$ cat src/pair_key_hash_index_macros.svh
// Assertion macros shared by the pair key hash index RTL.
`ifndef PAIR_KEY_HASH_INDEX_MACROS_SVH
`define PAIR_KEY_HASH_INDEX_MACROS_SVH

// Condition holds in the same cycle as the trigger
`define PKH_ASSERT_SAME(name, clk, rst_n, pre, post) \
	name: assert property (@(posedge clk) disable iff (!rst_n) (pre) |-> (post)) \
		else $error("pkh: same-cycle check failed");

// Condition holds in the cycle after the trigger
`define PKH_ASSERT_NEXT(name, clk, rst_n, pre, post) \
	name: assert property (@(posedge clk) disable iff (!rst_n) (pre) |=> (post)) \
		else $error("pkh: next-cycle check failed");

`endif

$ cat src/pkh_pkg.sv
// Shared constants and types for the pair key hash index.
package pkh_pkg;

	// Table geometry
	localparam int TABLE_DEPTH = 256;
	localparam int IDX_W       = $clog2(TABLE_DEPTH);
	localparam int CAP_W       = IDX_W + 1;
	localparam int CFG_W       = 9;
	localparam int CMP_W       = (CFG_W > CAP_W) ? CFG_W : CAP_W;

	// Key and payload widths
	localparam int ID_W  = 32;
	localparam int VAL_W = 8;

	// FNV-1a 32-bit
	localparam int HASH_W = 32;
	localparam logic [HASH_W-1:0] FNV_OFFSET = 32'd2166136261;
	localparam logic [HASH_W-1:0] FNV_PRIME  = 32'd16777619;

	// Remainder unit: bits retired per cycle
	localparam int MOD_DIGIT = 4;
	localparam int MOD_STEPS = HASH_W / MOD_DIGIT;
	localparam int MOD_CNT_W = $clog2(MOD_STEPS);

	// Command codes
	localparam logic CMD_LOOKUP = 1'b0;
	localparam logic CMD_INSERT = 1'b1;

	// One slot word in the table memory
	typedef struct packed {
		logic [ID_W-1:0]  pkg;
		logic [ID_W-1:0]  ent;
		logic [VAL_W-1:0] payload;
	} slot_t;

endpackage

$ cat src/pkh_mod.sv
// Iterative remainder of the hash by the table capacity, MOD_DIGIT bits per cycle.
module pkh_mod (
	input  logic                        clk,
	input  logic                        arst_n,
	input  logic                        start,
	input  logic [pkh_pkg::HASH_W-1:0]  dividend,
	input  logic [pkh_pkg::CAP_W-1:0]   divisor,
	output logic                        done,
	output logic [pkh_pkg::CAP_W-1:0]   rem
);

	logic                          busy_q, done_q;
	logic [pkh_pkg::MOD_CNT_W-1:0] cnt_q;
	logic [pkh_pkg::HASH_W-1:0]    num_q, num_n;
	logic [pkh_pkg::CAP_W-1:0]     div_q, rem_q, rem_n;
	logic [pkh_pkg::CAP_W:0]       trial;

	// Restoring remainder over MOD_DIGIT bits
	always_comb begin
		rem_n = rem_q;
		num_n = num_q;
		trial = '0;
		for (int i = 0; i < pkh_pkg::MOD_DIGIT; i++) begin
			trial = {rem_n, num_n[pkh_pkg::HASH_W-1]};
			num_n = num_n << 1;
			if (trial >= {1'b0, div_q}) begin
				trial = trial - {1'b0, div_q};
			end
			rem_n = trial[pkh_pkg::CAP_W-1:0];
		end
	end

	always_ff @(posedge clk or negedge arst_n) begin
		if (!arst_n) begin
			busy_q <= 1'b0;
			done_q <= 1'b0;
			cnt_q  <= '0;
		end else begin
			done_q <= 1'b0;
			if (start) begin
				busy_q <= 1'b1;
				cnt_q  <= pkh_pkg::MOD_CNT_W'(pkh_pkg::MOD_STEPS - 1);
			end else if (busy_q) begin
				cnt_q <= cnt_q - 1'b1;
				if (cnt_q == '0) begin
					busy_q <= 1'b0;
					done_q <= 1'b1;
				end
			end
		end
	end

	// Datapath
	always_ff @(posedge clk) begin
		if (start) begin
			num_q <= dividend;
			div_q <= divisor;
			rem_q <= '0;
		end else if (busy_q) begin
			num_q <= num_n;
			rem_q <= rem_n;
		end
	end

	assign done = done_q;
	assign rem  = rem_q;

endmodule

$ cat config.mk
export PLATFORM = sky130hd
export DESIGN_NAME = pkh_mod
export DESIGN_NICKNAME = d
export VERILOG_FILES = /design/src/pair_key_hash_index_macros.svh /design/src/pkh_pkg.sv /design/src/pkh_mod.sv
export SDC_FILE = /design/constraint.sdc
export NUM_CORES = 1
export LEC_CHECK = 0
export ABC_AREA = 0
export BUFFER_PORTS_ARGS = -buffer_cell sky130_fd_sc_hd__buf_2
export CAP_MARGIN = 20
export CORE_ASPECT_RATIO = 0.6
export CORE_MARGIN = 2
export CORE_UTILIZATION = 57
export CTS_CLUSTER_SIZE = 30
export DETAILED_ROUTE_END_ITERATION = 10
export PLACE_DENSITY_LB_ADDON = 0.08
export SLEW_MARGIN = 20
export SYNTH_ARGS = -nofsm -noshare
export SYNTH_HDL_FRONTEND = slang
export SYNTH_SLANG_ARGS = --single-unit
$ cat constraint.sdc
create_clock -name clk -period 20.6 [get_ports clk]
set_input_delay 2.06 -clock clk [delete_from_list [all_inputs] [get_ports clk]]
set_output_delay 2.06 -clock clk [all_outputs]
set_load 0.005 [all_outputs]
# After elaboration in Yosys (flattened, before gate mapping)
# Cells that the tools add are included.
# Widths: inputs -> output; s select.
dict set report totals {
  reg_bits 55
  latch_bits 0
  ramBits 0
  mem_bits_ro 0
  inputBits 44
  out_inout_bits 10
  elab_cells 31
  mem_count 0
}
dict set report op_classes {
  add_sub_neg 5
  mul 0
  n_div 0
  n_lt_le_gt_ge 4
  eq_ne 0
  shifts 0
  n_mux 14
  bitwise 0
  reduce_logical 2
}
# cell count
set ops {}
lappend ops {{$mux 32} 2}
lappend ops {{$ge 10x9->1} 4}
lappend ops {{$mux 9} 4}
lappend ops {{$sub 9x9->9} 4}
lappend ops {{$mux 1} 6}
lappend ops {{$mux 3} 2}
lappend ops {{$logic_not 3->1} 1}
lappend ops {{$sub 3x1->3 const B} 1}
lappend ops {{$reduce_bool 2->1} 1}

# Longest topological paths before layout
dict set report depth {
  depth_word 8
  depth_mapped 38
  ltp_nobuf 36
}

# Least setup slack after synthesis
# Ideal clock, no wire load.
dict set report synth_path {
  kind {register -> register}
  startpoint {reg num_q[31] (netlist name)}
  endpoint {reg rem_q (netlist bit rem[0])}
  setup_ps 79
  arrival_time_ps 7906
  required_ps 20521
  path_slack_ps 12614
  path_stages_with_launch 38
  n_path_buf 3
  synth_period_minus_slack_ps 7986
  cell_sequence {edfxtp_1 inv_1 ha_1 inv_1 fa_1 a211oi_2 o21ai_2 a311oi_4 clkbuf_1 mux2_2 ha_1 a21oi_1 o21ai_0 and2_1 a311oi_2 nand2_2 nor2_1 a21oi_1 (+2 left out) a21oi_1 nor2_1 o32ai_1 o211ai_1 a21boi_1 buf_2 a221o_1 inv_1 ha_1 a21o_1 a21oi_1 o21ai_0 o21ai_0 nand2b_1 a221o_1 buf_6 mux2_4 a211oi_2}
}
dict set report synth_via {
  elab_chain_cells 8
  elab_cells_between_ends 11
  classes_between {3 x add/sub; 4 x order compare; 4 x mux}
}
# item line_no
set synth_lines {}
lappend synth_lines {{from (decl)} pkh_mod.sv:14} ;# logic [pkh_pkg::HASH_W-1:0] num_q, num_n;
lappend synth_lines {{from (signal assigned)} pkh_mod.sv:56} ;# num_q <= dividend;
lappend synth_lines {{from (signal assigned)} pkh_mod.sv:60} ;# num_q <= num_n;
lappend synth_lines {{$sub 9x9->9 or $ge 10x9->1 (tied branches)} {pkh_mod.sv:27, pkh_mod.sv:26}}
lappend synth_lines {{$mux 9 *} pkh_mod.sv:26} ;# if (trial >= {1'b0, div_q}) begin
lappend synth_lines {{$sub 9x9->9 or $ge 10x9->1 (tied branches)} {pkh_mod.sv:27, pkh_mod.sv:26}}
lappend synth_lines {{$mux 9 *} pkh_mod.sv:26}
lappend synth_lines {{$sub 9x9->9 or $ge 10x9->1 (tied branches)} {pkh_mod.sv:27, pkh_mod.sv:26}}
lappend synth_lines {{$mux 9 *} pkh_mod.sv:26}
lappend synth_lines {{$ge 10x9->1 *} pkh_mod.sv:26}
lappend synth_lines {{$mux 9 *} pkh_mod.sv:26}
lappend synth_lines {{to (signal assigned)} pkh_mod.sv:61} ;# rem_q <= rem_n;
lappend synth_lines {{to (decl)} pkh_mod.sv:15} ;# logic [pkh_pkg::CAP_W-1:0] div_q, rem_q, rem_n;
# Every way passes the cells marked *; elsewhere a longest branch is shown, timed or not.
# A chain may end at the register's enable or synchronous reset.

# Worst setup path after layout
dict set report layout_path {
  startpoint {reg div_q[0] (netlist name)}
  endpoint {reg rem_q (netlist bit rem[0])}
}
dict set report layout_via {
  elab_chain_cells 8
  elab_cells_between_ends 12
  classes_between {4 x add/sub; 4 x order compare; 4 x mux}
}
# item line_no
set layout_lines {}
lappend layout_lines {{from (decl)} pkh_mod.sv:15}
lappend layout_lines {{from (signal assigned)} pkh_mod.sv:57} ;# div_q <= divisor;
lappend layout_lines {{$sub 9x9->9 or $ge 10x9->1 (tied branches)} {pkh_mod.sv:27, pkh_mod.sv:26}}
lappend layout_lines {{$mux 9} pkh_mod.sv:26}
lappend layout_lines {{$sub 9x9->9 or $ge 10x9->1 (tied branches)} {pkh_mod.sv:27, pkh_mod.sv:26}}
lappend layout_lines {{$mux 9} pkh_mod.sv:26}
lappend layout_lines {{$sub 9x9->9 or $ge 10x9->1 (tied branches)} {pkh_mod.sv:27, pkh_mod.sv:26}}
lappend layout_lines {{$mux 9} pkh_mod.sv:26}
lappend layout_lines {{$ge 10x9->1} pkh_mod.sv:26}
lappend layout_lines {{$mux 9 *} pkh_mod.sv:26}
# Marks and branches as above.

==> out/qor.txt <==
Worst Hold Class -> register to register
post-DR vias/cell -> 5.93
CP startpoint kind -> register
asr flop ratio synth -> 9.09%
cts hold-fix bufs -> 0
clock period minus worst slack -> 9.22 ns
setup_tns -> 0 ns
Critical Path End -> rem[0]$_SDFFE_PP0P_
Seq/Total Area, Yosys -> 37.1%
first-pass GRT wire length -> 15600 um
R2R cell count -> 33
post-route ant nets -> 0
Die Wd -> 114 um
Setup crit start -> div_q[0]$_DFFE_PP_
drt initial violations -> 250
result of the run -> finished, final reports clean
busiest layer in global routing -> met1
dpl hpwl -> 7740 um
# Post-CTS Setup Buffers -> 0
die height -> 70.0 um
share of the synthesized area in the top cell type -> 29.7%
H-tree depth -> 2
diode count -> 0
WS Path Type -> register to register
Rows -> 24
Resized cells post-CTS -> 0
largest area contributor in the synthesized netlist -> edfxtp_1
Slew Limit Headroom -> 43.8%
Main synth FF type -> edfxtp_1
routed vias -> 3178
CTS Root Cell -> clkbuf_16
largest net degree at the start of global routing -> 33
CP max-delay cell -> a311oi_4
layout cells sized above 1 -> 25.4%
Post-Syn Instances -> 393
routed len/inst -> 18.2 um
Peak Freq -> 0.108 GHz
flop-to-flop setup slack -> 11.38 ns
Area Overhead vs Synth -> 11.5%
Post-synth EDFFs -> 41
detailed-route wire length -> 9770 um
global-route usage over all layers -> 25.6%
count of final hold-check violations -> 0
max-cap viol count -> 0
M1 GR Usage -> 39.7%
buffer depth of the longest clock path -> 2
Worst Path Arrival -> 9.44 ns
Mapped Area -> 4140 um^2
Clock Pin Slew Worst Setup and Hold Paths -> 0.07 ns
Slew @ Worst Pin -> 0.841 ns
die area -> 7990 um^2
met2 global-route usage -> 36.0%
Netlist cell types -> 58
crit end category -> register
I/O Buffers -> 53
DRC -> 0
Syn Nets -> 479
maximum fanout along the worst path -> 16
vias in the first global route -> 3073
CTS Buf Count -> 5
Most common cell on crit path -> a21oi_1
fin crit share -> 44.8%
# clock sinks -> 55
clock latency on the worst-skew pair -> 0.29 ns
synth warn -> 0
Yosys reg bits -> 55
Synth area leaders -> edfxtp_1 30%, ha_1 11%, mux2_2 10%
Slew Limit Fails -> 0
syn avg cell area -> 10.5 um^2
met3 usage -> 8.25%
Clock Skew -> 0.00460 ns
initial core utilization -> 58.0%
global route overflow -> 0
CTS tree -> built
Critical Path Max Stage Delay -> 0.61 ns
Worst EP required -> 20.82 ns
final core utilization -> 64.7%
1st-pass router iterations -> 5
final-report setup violation count -> 0
RR Startpoint -> div_q[0]$_DFFE_PP_
I/O Pins -> 54
RSZ-0062 raised after global routing -> no
Post-synth top cells -> 41 x edfxtp_1, 38 x ha_1, 38 x mux2_2
Core ar. -> 7150 um^2
Placer Congestion -> 0.953
initial antenna violation count -> 0
Nets -> 530
most frequent cell after synthesis -> edfxtp_1
R2R Path End -> rem[0]$_SDFFE_PP0P_
through the flow:
step                area (um^2)  worst slack [ns]  hold WS (ns)  std cells
CTS                        4620             11.53         0.523        536
global route               4620             10.73         0.552        536
global placement           4480             11.77         0.503        528
finish                     4620             11.38         0.516        536
floorplan                  4140             12.61         0.472        393
detailed placement         4480             11.57         0.514        528
sequential cells by signal, indices dropped and copies added, names as in the netlist:
register / count
rem: 9
num_q: 32
cnt_q: 3
busy_q: 1
div_q: 9
done: 1
layout make-up:
type | instances | area, um^2
tap | 91 | 114
clock inverter | 1 | 5.00
multi-input combinational | 303 | 2470
sequential | 55 | 1540
timing repair buffer | 54 | 273
fill | 594 | 2530
inverter | 25 | 93.8
clock buffer | 7 | 133
routing by layer:
| layer | wire, um | part of all wire, % | vias to the layer above |
|---|---|---|---|
| met4 | 62 | 0.63 | 0 |
| met3 | 849 | 8.7 | 7 |
| met1 | 4980 | 51 | 1494 |
| li1 | - | - | 1567 |
| met2 | 3880 | 40 | 110 |
| met5 | 0 | 0 | - |
worst min path at each step:
stage | from | endpoint | slack (ns) | depth (start not counted)
after floorplan | cnt_q[1]$_DFFE_PN0P_ | cnt_q[1]$_DFFE_PN0P_ | 0.47 | 2
after global placement | cnt_q[0]$_DFFE_PN0P_ | cnt_q[0]$_DFFE_PN0P_ | 0.50 | 2
after detailed placement | rem[8]$_SDFFE_PP0P_ | rem[8]$_SDFFE_PP0P_ | 0.51 | 2
after CTS | rem[8]$_SDFFE_PP0P_ | rem[8]$_SDFFE_PP0P_ | 0.52 | 2
after global routing | rem[5]$_SDFFE_PP0P_ | rem[5]$_SDFFE_PP0P_ | 0.55 | 2
final | rem[8]$_SDFFE_PP0P_ | rem[8]$_SDFFE_PP0P_ | 0.52 | 2
cells in the final DEF, fill, tap and decap left out, types with 9 or more instances in the layout:
cell	count
o21ai_0	11
mux2_2	38
a211oi_1	9
buf_2	53
nand2_1	15
a21oi_1	22
a21o_1	9
dfxtp_1	9
edfxtp_1	41
inv_1	24
xor2_1	12
nor2_1	32
xnor2_1	15
ha_1	38
worst max-delay path, delay by kind of cell, from the launching register on:
family          cells  cell delay [ns]
compound gates     18             4.83
fa+ha+maj           5             1.80
simple gates        6             0.75
buf+inv             1             0.05
mux                 3             1.22
flops               1             0.48
cell families (layout without fill, tap and decap cells):
logic type      Yosys count  in the layout  synth area share, %
compound gates           92             92                 15.9
fa+ha+maj                42             42                 13.4
buf+inv                  35             87                 3.38
flops                    55             55                 37.1
xor+xnor                 27             27                 5.71
simple gates             94             94                 11.4
mux                      48             48                 13.0
Power is not shown: default switching activity piles up to over one toggle a cycle in this logic, so the estimate is an artifact.
