--- config.mk ---
export PLATFORM = sky130hd
export DESIGN_NAME = pkh_hash
export DESIGN_NICKNAME = d
export VERILOG_FILES = /design/src/pair_key_hash_index_macros.svh /design/src/pkh_pkg.sv /design/src/pkh_hash.sv
export SDC_FILE = /design/constraint.sdc
export NUM_CORES = 1
export LEC_CHECK = 0
export BUFFER_PORTS_ARGS = -buffer_cell sky130_fd_sc_hd__clkbuf_2
export CAP_MARGIN = 20
export CORE_ASPECT_RATIO = 1.4
export CORE_MARGIN = 4
export CORE_UTILIZATION = 55
export CTS_CLUSTER_SIZE = 20
export DETAILED_ROUTE_END_ITERATION = 8
export PLACE_DENSITY = 0.74
export RECOVER_POWER = 50
export SETUP_SLACK_MARGIN = 0.02
export SYNTH_ARGS = -nofsm -noshare
export SYNTH_HDL_FRONTEND = slang
export SYNTH_SLANG_ARGS = --single-unit
--- constraint.sdc ---
create_clock -name clk -period 6.7 [get_ports clk]
set_input_delay 1.005 -clock clk [delete_from_list [all_inputs] [get_ports clk]]
set_output_delay 1.005 -clock clk [all_outputs]
set_load 0.02 [all_outputs]
--- src/pair_key_hash_index_macros.svh ---
// Assertion macros shared by the pair key hash index RTL.
`ifndef PAIR_KEY_HASH_INDEX_MACROS_SVH
`define PAIR_KEY_HASH_INDEX_MACROS_SVH

// Condition holds in the same cycle as the trigger
`define PKH_ASSERT_SAME(name, clk, rst_n, pre, post) \
	name: assert property (@(posedge clk) disable iff (!rst_n) (pre) |-> (post)) \
		else $error("pkh: same-cycle check failed");

// Condition holds in the cycle after the trigger
`define PKH_ASSERT_NEXT(name, clk, rst_n, pre, post) \
	name: assert property (@(posedge clk) disable iff (!rst_n) (pre) |=> (post)) \
		else $error("pkh: next-cycle check failed");

`endif

--- src/pkh_pkg.sv ---
// Shared constants and types for the pair key hash index.
package pkh_pkg;

	// Table geometry
	localparam int TABLE_DEPTH = 256;
	localparam int IDX_W       = $clog2(TABLE_DEPTH);
	localparam int CAP_W       = IDX_W + 1;
	localparam int CFG_W       = 9;
	localparam int CMP_W       = (CFG_W > CAP_W) ? CFG_W : CAP_W;

	// Key and payload widths
	localparam int ID_W  = 32;
	localparam int VAL_W = 8;

	// FNV-1a 32-bit
	localparam int HASH_W = 32;
	localparam logic [HASH_W-1:0] FNV_OFFSET = 32'd2166136261;
	localparam logic [HASH_W-1:0] FNV_PRIME  = 32'd16777619;

	// Remainder unit: bits retired per cycle
	localparam int MOD_DIGIT = 4;
	localparam int MOD_STEPS = HASH_W / MOD_DIGIT;
	localparam int MOD_CNT_W = $clog2(MOD_STEPS);

	// Command codes
	localparam logic CMD_LOOKUP = 1'b0;
	localparam logic CMD_INSERT = 1'b1;

	// One slot word in the table memory
	typedef struct packed {
		logic [ID_W-1:0]  pkg;
		logic [ID_W-1:0]  ent;
		logic [VAL_W-1:0] payload;
	} slot_t;

endpackage

--- src/pkh_hash.sv ---
// Two-stage FNV-1a hash of the (package id, entry id) key.
module pkh_hash (
	input  logic                        clk,
	input  logic                        arst_n,
	input  logic                        start,
	input  logic [pkh_pkg::ID_W-1:0]    package_id,
	input  logic [pkh_pkg::ID_W-1:0]    entry_id,
	output logic                        valid,
	output logic [pkh_pkg::HASH_W-1:0]  hash
);

	logic                       valid_s1, valid_s2;
	logic [pkh_pkg::HASH_W-1:0] h_s1, h_s2;
	logic [pkh_pkg::ID_W-1:0]   ent_s1;
	logic [pkh_pkg::HASH_W-1:0] mix1, mix2;

	// Mix one word per stage
	assign mix1 = (pkh_pkg::FNV_OFFSET ^ package_id) * pkh_pkg::FNV_PRIME;
	assign mix2 = (h_s1 ^ ent_s1) * pkh_pkg::FNV_PRIME;

	always_ff @(posedge clk or negedge arst_n) begin
		if (!arst_n) begin
			valid_s1 <= 1'b0;
			valid_s2 <= 1'b0;
		end else begin
			valid_s1 <= start;
			valid_s2 <= valid_s1;
		end
	end

	always_ff @(posedge clk) begin
		h_s1   <= mix1;
		ent_s1 <= entry_id;
		h_s2   <= mix2;
	end

	assign valid = valid_s2;
	assign hash  = h_s2;

endmodule

=== Word-level counts from Yosys, hierarchy flattened ===
Index checks and enable logic that the tools add are counted.

* Flip-flop bits (word level): 98
* Latch bits: 0
* RAM bits: 0
* ROM bits: 0
* Output and inout port bits: 33
* Logic and storage cells: 9
* Memories kept: 0

* $add $sub $neg: 0
* Multiply operators: 2
* Div/mod/pow operators: 0
* $lt $le $gt $ge: 0
* Equality and inequality tests: 0
* Shift operators: 0
* Muxes and demuxes: 0
* Bitwise gates (word level): 2
* Reduce and logical (&&, ||, !) cells: 0

{| class="wikitable"
|+ Operator list
! operator !! number
|-
| 32-bit by 25-bit multiplier with 32-bit output, second input constant || 2
|-
| 32-bit bitwise XOR || 1
|-
| 14-bit NOT || 1
|}

=== Longest topological paths before layout ===
Gate-level depths: netlist of the first run.

* Word-level depth: 2
* Depth in mapped cells: 23
* Mapped depth without buffers: 23

=== Worst setup path before layout of the first run ===
OpenSTA, ideal clock, no wires.

* Path kind: input to register
* Start: in package_id[12] (netlist bit)
* End: reg h_s1[29] (netlist bit)
* Library setup time: 0.119 ns
* Data arrival time: 5.303 ns
* Required time: 6.581 ns
* Slack: 1.278 ns
* Stages on the path: 21
* Path buffers: 0
* Path through: inv_1 > ha_1 > ha_1 > inv_1 > fa_1 > inv_1 > ha_1 > fa_1 > ha_1 > inv_1 > fa_1 > inv_1 > ha_1 > and3_1 > o31ai_1 > a21oi_1 > a21oi_1 > o31ai_4 > a41oi_2 > nand2b_1 > xor2_1

* Word-level cells in the longest chain between the ends: 2

{| class="wikitable"
|+ Ends and longest elaborated chain
! what !! line !! text
|-
| start, declared || pkh_hash.sv:6 || <nowiki>input logic [pkh_pkg::ID_W-1:0] package_id,</nowiki>
|-
| 14-bit NOT (no source line) || n/a ||
|-
| 32-bit by 25-bit multiplier with 32-bit output || pkh_hash.sv:18 || <nowiki>assign mix1 = (pkh_pkg::FNV_OFFSET ^ package_id) * pkh_pkg::FNV_PRIME;</nowiki>
|-
| named net mix1, one bit || pkh_hash.sv:15 || <nowiki>logic [pkh_pkg::HASH_W-1:0] mix1, mix2;</nowiki>
|-
| end signal, assigned || pkh_hash.sv:32 || <nowiki>h_s1 <= mix1;</nowiki>
|-
| end, declared || pkh_hash.sv:13 || <nowiki>logic [pkh_pkg::HASH_W-1:0] h_s1, h_s2;</nowiki>
|}

The timed path passes the listed nets, and every way through them passes these cells.

=== Final worst setup path of the first run ===
* Start: reg ent_s1[7] (netlist bit)
* End: reg h_s2 (netlist bit hash[29])

* Word-level cells in the longest chain between the ends: 2

{| class="wikitable"
|+ Ends and longest elaborated chain
! what !! line !! text
|-
| start, declared || pkh_hash.sv:14 || <nowiki>logic [pkh_pkg::ID_W-1:0] ent_s1;</nowiki>
|-
| start signal, assigned || pkh_hash.sv:33 || <nowiki>ent_s1 <= entry_id;</nowiki>
|-
| 32-bit bitwise XOR || pkh_hash.sv:19 || <nowiki>assign mix2 = (h_s1 ^ ent_s1) * pkh_pkg::FNV_PRIME;</nowiki>
|-
| 32-bit by 25-bit multiplier with 32-bit output || pkh_hash.sv:19 ||
|-
| named net mix2, one bit || pkh_hash.sv:15 ||
|-
| end signal, assigned || pkh_hash.sv:34 || <nowiki>h_s2 <= mix2;</nowiki>
|-
| end, declared || pkh_hash.sv:13 ||
|}

The timed path passes the listed nets, and every way through them passes these cells.

==> results of run 1 <==
-- synthesized netlist by cell type (all sizes together), types with 5 or more instances --
cell type	instances	area, sq um
xor2	37	324
fa	148	2960
a21o	13	97.6
nor2	46	173
nor3	14	75.1
o31ai	6	58.8
ha	357	4470
and2	5	31.3
xnor2	85	744
a211oi	6	50.1
nand2b	6	37.5
o21bai	11	82.6
a21oi	47	246
nand3	13	65.1
o21ai	19	98.8
o21a	9	67.6
inv	402	1510
nand2	13	48.8
dfxtp	96	1920
-- critical path, delay by kind of cell (launching register included) --
kind	cells	cell delay, ns
adder cells (fa/ha/maj)	8	2.94
AO/OA/AOI/OAI	5	0.93
buffers and inverters	3	0.30
flip-flops	1	0.31
AND/OR/NAND/NOR	2	0.66
XOR/XNOR	2	1.00
-- registers in the layout, summed over array words and instances (netlist names) --
signal and flops:
hash 32, ent_s1 32, valid 1, h_s1 32, valid_s1 1
-- area by class of cell --
| type | count | area (sq um) |
|---|---|---|
| inverter | 402 | 1510 |
| clock buffer | 9 | 225 |
| tap | 310 | 388 |
| sequential | 98 | 1970 |
| fill | 2100 | 9310 |
| multi-input combinational | 893 | 10100 |
| timing repair buffer | 108 | 520 |
| clock inverter | 7 | 75.1 |
-- cells by family (layout without fill, tap and decap cells) --
| group | Yosys count | after routing | synth area share |
|---|---|---|---|
| xor gates and xnor gates | 124 | 124 | 0.0817 |
| AOI/OAI and AO/OA | 142 | 142 | 0.0716 |
| and+or+nand+nor | 122 | 122 | 0.0456 |
| adders and majority gates | 505 | 505 | 0.545 |
| buffers and inverters | 405 | 526 | 0.112 |
| DFF | 98 | 98 | 0.145 |
-- worst min path at each step --
stage              from  endpoint  slack (ns)  depth (start not counted)
5_1_grt        valid_s1     valid        0.38                          0
2_1_floorplan  valid_s1     valid        0.33                          0
6_report       valid_s1     valid        0.36                          0
3_5_place_dp   valid_s1     valid        0.34                          0
4_1_cts        valid_s1     valid        0.37                          0
3_3_place_gp   valid_s1     valid        0.34                          0
-- cell usage in the layout (no fill, tap or decap), types with 13 or more instances in the layout --
master	Yosys	layout
a21oi_1	44	44
fa_1	148	148
nand3_1	13	13
o21ai_0	13	13
clkbuf_1	2	32
nor2_1	46	46
clkbuf_2	0	68
nor3_1	13	13
inv_1	402	402
nand2_1	13	13
dfxtp_1	96	96
xnor2_1	85	85
a21o_1	13	13
ha_1	357	357
xor2_1	37	37
-- per-stage QoR --
step | cell area [sq um] | util
2_1_floorplan | 13600 | -
3_3_place_gp | 14600 | 0.604
3_5_place_dp | 14600 | 0.604
4_1_cts | 14900 | 0.616
5_1_grt | 14800 | 0.614
6_report | 14800 | 0.614
-- per-layer routing --
metal / global-route usage / vias up
met5: 0 / -
met4: 0.0844 / 0
met3: 0.0170 / 40
met2: 0.388 / 132
met1: 0.243 / 4285
li1: - / 4664
==> results.md, run 1 <==
* Hold slack at 0.359 ns
* Deepest level of the CTS H-tree at 3
* WL met2 at around 14000 um
* Pins Over Slew Limit at 0
* Top sig layer: met4
* Final Hold Viols at 0
* M1 WL at 11100 um
* Critical-path top delay cell: xnor2_1
* Synth warn at 0
* FF-to-FF path depth at 20
* GRT Resource Usage Total at 0.208
* Yosys reg bits at 98
* Achievable frequency at 0.160 GHz
* Largest fanout on the critical path at 8
* Worst-path cell chain: xnor2_1, inv_1, ha_1, ha_1, fa_1, ha_1, fa_1, ha_1, inv_1, fa_1, inv_1, ha_1, a21oi_2, o21ai_1, or4b_1, a32oi_1, nand3_1, a31oi_1, a21oi_1, xor2_1
* Status: complete, no violations
* Least-Margin Pin Slew at 1.08 ns
* Reg-to-reg slack, setup at 0.43 ns
* Detailed Routing Iterations Pass 1 at 4
* CTS tree: yes
* Initial antenna violation count at 0
* Die extent in y at 194 um
* Pre-CTS setup slack at 0.468 ns
* Worst-Skew Late Latency at about 0.36 ns
* Starting DRT DRC Count at 255
* Period utilization at 0.936
* Final Critical Period at 6.27 ns
* Die Span X at 141 um
* Buffers from clock root to sink, at most at 2
* Clock-pin slew of the registers on the worst-case setup and hold paths at 0.08 ns
* Final Setup Violations at 0
* Worst r2r src: ent_s1[7]
* Port bufs at 99
* CTS root buf: clkbuf_16
* Sequential fraction of the synthesis area at 0.145
* Post-synth EDFFs at 0
* Syn_area_per_cell at between 9 and 10 sq um
* # clock sinks at 98
* Post-DP HPWL at 24600 um
* Non-filler cells, final at approximately 1800
* Crit Path Class: flip-flop to flip-flop
* Clock Skew at between 0.01 and 0.015 ns
* Final #Nets at roughly 2100
* Hold Path Class: flip-flop to flip-flop
* Final WL at 27400 um
* Startpoint Class: flip-flop
* Met3 wire length at 715 um
* Cell Area, Synth at approximately 0.014 sq mm
* CP dominant cell by count: ha_1
* Gate Count Post-Synth at 1396
* Largest net degree at the start of global routing at 21
* Slowest stage delay, CP at ~0.85 ns
* Dpl cells at between 1500 and 2000
* Vias in the first global route at 9664
* Rows at between 60 and 70
* Avg WL per Cell at 15.0 um
* Antenna-violating nets left at 0
* Antenna Cells at 0
* Via density at 4.99
* CP arrival at 6.50 ns
* Total negative slack at 0 ns
* Die Area at 0.0274 sq mm
* Crit path to: hash[29]
* Unique masters post-synth at 62
* IO Pins at 100
* Primary FF master, synth: dfxtp_1
* Share of cells above drive strength 1 at 0.0719
* Syn_nets at around 2000
* # DRC at 0
* Vias at 9121
* First-pass GRT wire length at 46200 um
* Worst reg2reg path endpoint: hash[29]
* Worst setup slack after layout at 0.432 ns
* TritonCTS Buffers at 9
* # Post-CTS Setup Buffers at 0
* Gr ovfl total at 0
* Required time worst endpoint at 6.93 ns
* Gpl congestion at 0.937
* Cells resized by post-CTS repair at 0
* Starting Density at 0.565
* Synthesis-to-finish area growth at 8.77%
* Worst setup EP type: flip-flop
* Asr flop ratio synth at 0.0204
* Max-cap check violation count at 0
* RSZ-0062 raised after global routing: false
* Crit path launch: ent_s1[7]
* Slew HR at 0.276
* Cts-stage hold buffer count at 0
* Core ar. at 0.0241 sq mm
Power of run 1 is left out: the tool's default activity adds up to more than one toggle a clock period on the data nets, which glitch-free logic cannot reach.
==> inputs of run 2 (changes only) <==
==> constraint.sdc (replaced) <==
create_clock -name clk -period 6.7 [get_ports clk]
set_input_delay 0.335 -clock clk [delete_from_list [all_inputs] [get_ports clk]]
set_output_delay 0.335 -clock clk [all_outputs]
set_load 0.02 [all_outputs]
==> results.md, run 2 (synthesis gave the netlist of run 1 again) <==
* Starting DRT DRC Count at 289 (+13%)
* Clock-pin slew of the registers on the worst-case setup and hold paths at 0.08 ns (about the same)
* Detailed Routing Iterations Pass 1 at 5 (+1)
* Via density at 5.00 (+0.16%)
* Largest fanout on the critical path at 8 (unchanged)
* Non-filler cells, final at 1826 (-0.055%)
* Vias in the first global route at 9702 (+0.39%)
* CTS root buf: clkbuf_16
* Worst setup EP type: flip-flop
* Period utilization at 0.880 (-0.0554)
* Pre-CTS setup slack at 0.865 ns (+0.397 ns)
* Antenna Cells at 0 (unchanged)
* CTS tree: yes
* Deepest level of the CTS H-tree at 3 (unchanged)
* Startpoint Class: flip-flop
* Worst setup slack after layout at 0.803 ns (+0.371 ns)
* Required time worst endpoint at 6.93 ns (about the same)
* Hold Path Class: input port to flip-flop
* First-pass GRT wire length at 46100 um (-0.21%)
* Largest net degree at the start of global routing at 21 (unchanged)
* FF-to-FF path depth at 20 (unchanged)
* Worst Hold Launch: entry_id[5]
* Avg WL per Cell at 15.1 um (+0.84%)
* Slew HR at 0.559 (+0.284)
* Least-Margin Pin Slew at 0.656 ns (-0.423 ns)
* Die extent in y at 194 um (unchanged)
* Starting Density at 0.565 (unchanged)
* Worst-Skew Late Latency at 0.36 ns (about the same)
* Antenna-violating nets left at 0 (unchanged)
* Hold slack at 0.0740 ns (-0.285 ns)
* Rows at 67 (unchanged)
* Gpl congestion at 0.903 (-3.7%)
* Port bufs at 99 (unchanged)
* Final WL at 27600 um (+0.79%)
* Die Area at 0.0274 sq mm (unchanged)
* Clock Skew at 0.0140 ns (+0.000740 ns)
* Buffers from clock root to sink, at most at 2 (unchanged)
* # clock sinks at 98 (unchanged)
* Achievable frequency at 0.170 GHz (+6.3%)
* IO Pins at 100 (unchanged)
* Worst r2r src: ent_s1[7]
* Cells resized by post-CTS repair at 0 (unchanged)
* Synthesis-to-finish area growth at 8.74% (about the same)
* Hold path cells at 1 (+1)
* Most frequent cells in the layout: inv_1, ha_1, fa_1
* Gr ovfl total at 0 (unchanged)
* Final Critical Period at 5.90 ns (-0.371 ns)
* Post-DP HPWL at 24800 um (+1.1%)
* GRT Resource Usage Total at 0.208 (-0.000896)
* RSZ-0062 raised after global routing: false
* Core ar. at 0.0241 sq mm (unchanged)
* Vias at 9131 (+0.11%)
* Die Span X at 141 um (unchanged)
* Initial antenna violation count at 0 (unchanged)
* Final Setup Violations at 0 (unchanged)
* Pins Over Slew Limit at 0 (unchanged)
* Status: complete, no violations
* CP arrival at 6.13 ns (-0.37 ns)
* Fill cell count at 2093 (-0.33%)
* Max-cap check violation count at 0 (unchanged)
* Worst reg2reg path endpoint: hash[29]
* Final #Nets at 2083 (-0.048%)
* # DRC at 0 (unchanged)
* TritonCTS Buffers at 9 (unchanged)
* Final Hold Viols at 0 (unchanged)
* Crit Path Class: flip-flop to flip-flop
* Dpl cells at 1809 (-0.11%)
* Most common cell after layout, fill and taps aside: inv_1
* Reg-to-reg slack, setup at 0.80 ns (+0.37 ns)
* Share of cells above drive strength 1 at 0.0693 (-0.00259)
* Worst hold path endpoint: ent_s1[5]
* Total negative slack at 0 ns (unchanged)
==> run 2: per-layer routing <==
metal / vias to the layer above / routed length [um] / global-route usage
li1: 4657 / - / -
met4: 0 / 866 / 0.0718
met5: - / 0 / 0
met1: 4309 / 11100 / 0.241
met2: 129 / 14900 / 0.396
met3: 36 / 749 / 0.0140
==> run 2: cell type report <==
cell class                      count  area [sq um]  share of cell area
Tap cell                          310           388              0.0262
Timing Repair Buffer              107           513              0.0346
Multi-Input combinational cell    893         10100               0.684
Clock inverter                      7          77.6             0.00523
Clock buffer                        9           225              0.0152
Inverter                          402          1510               0.102
Sequential cell                    98          1970               0.133
==> run 2: per-stage QoR <==
stage / area, sq um / util
global route: 14800 / 0.614
CTS: 14900 / 0.616
detailed placement: 14600 / 0.603
finish: 14800 / 0.614
floorplan: 13600 / -
global placement: 14600 / 0.603
==> run 2: timing repair <==
item                      CTS  global route
buffers inserted            0             0
hold buffers                1             0
hold endpoints to repair    2             0
==> run 2: worst max path at each step <==
stage,startpoint,to,slack (ns)
after floorplan,ent_s1[7],hash[29],1.38
after global placement,ent_s1[5],hash[20],0.95
after detailed placement,ent_s1[7],hash[29],0.87
after CTS,ent_s1[7],hash[29],0.82
after global routing,ent_s1[7],hash[29],0.51
final,ent_s1[7],hash[29],0.80
==> run 2: critical path, stage by stage, from the launching register on <==
cell	delay [ns]
dfxtp_1	0.31
xnor2_1	0.54
inv_1	0.17
ha_1	0.34
ha_1	0.31
fa_1	0.44
ha_1	0.22
fa_1	0.43
ha_1	0.29
inv_1	0.04
fa_1	0.47
inv_1	0.04
ha_1	0.39
a21oi_2	0.16
o21ai_1	0.09
or4b_1	0.52
a32oi_1	0.29
nand3_1	0.19
a31oi_1	0.29
a21oi_1	0.12
xor2_1	0.15
Power of run 2 is left out for the same reason.
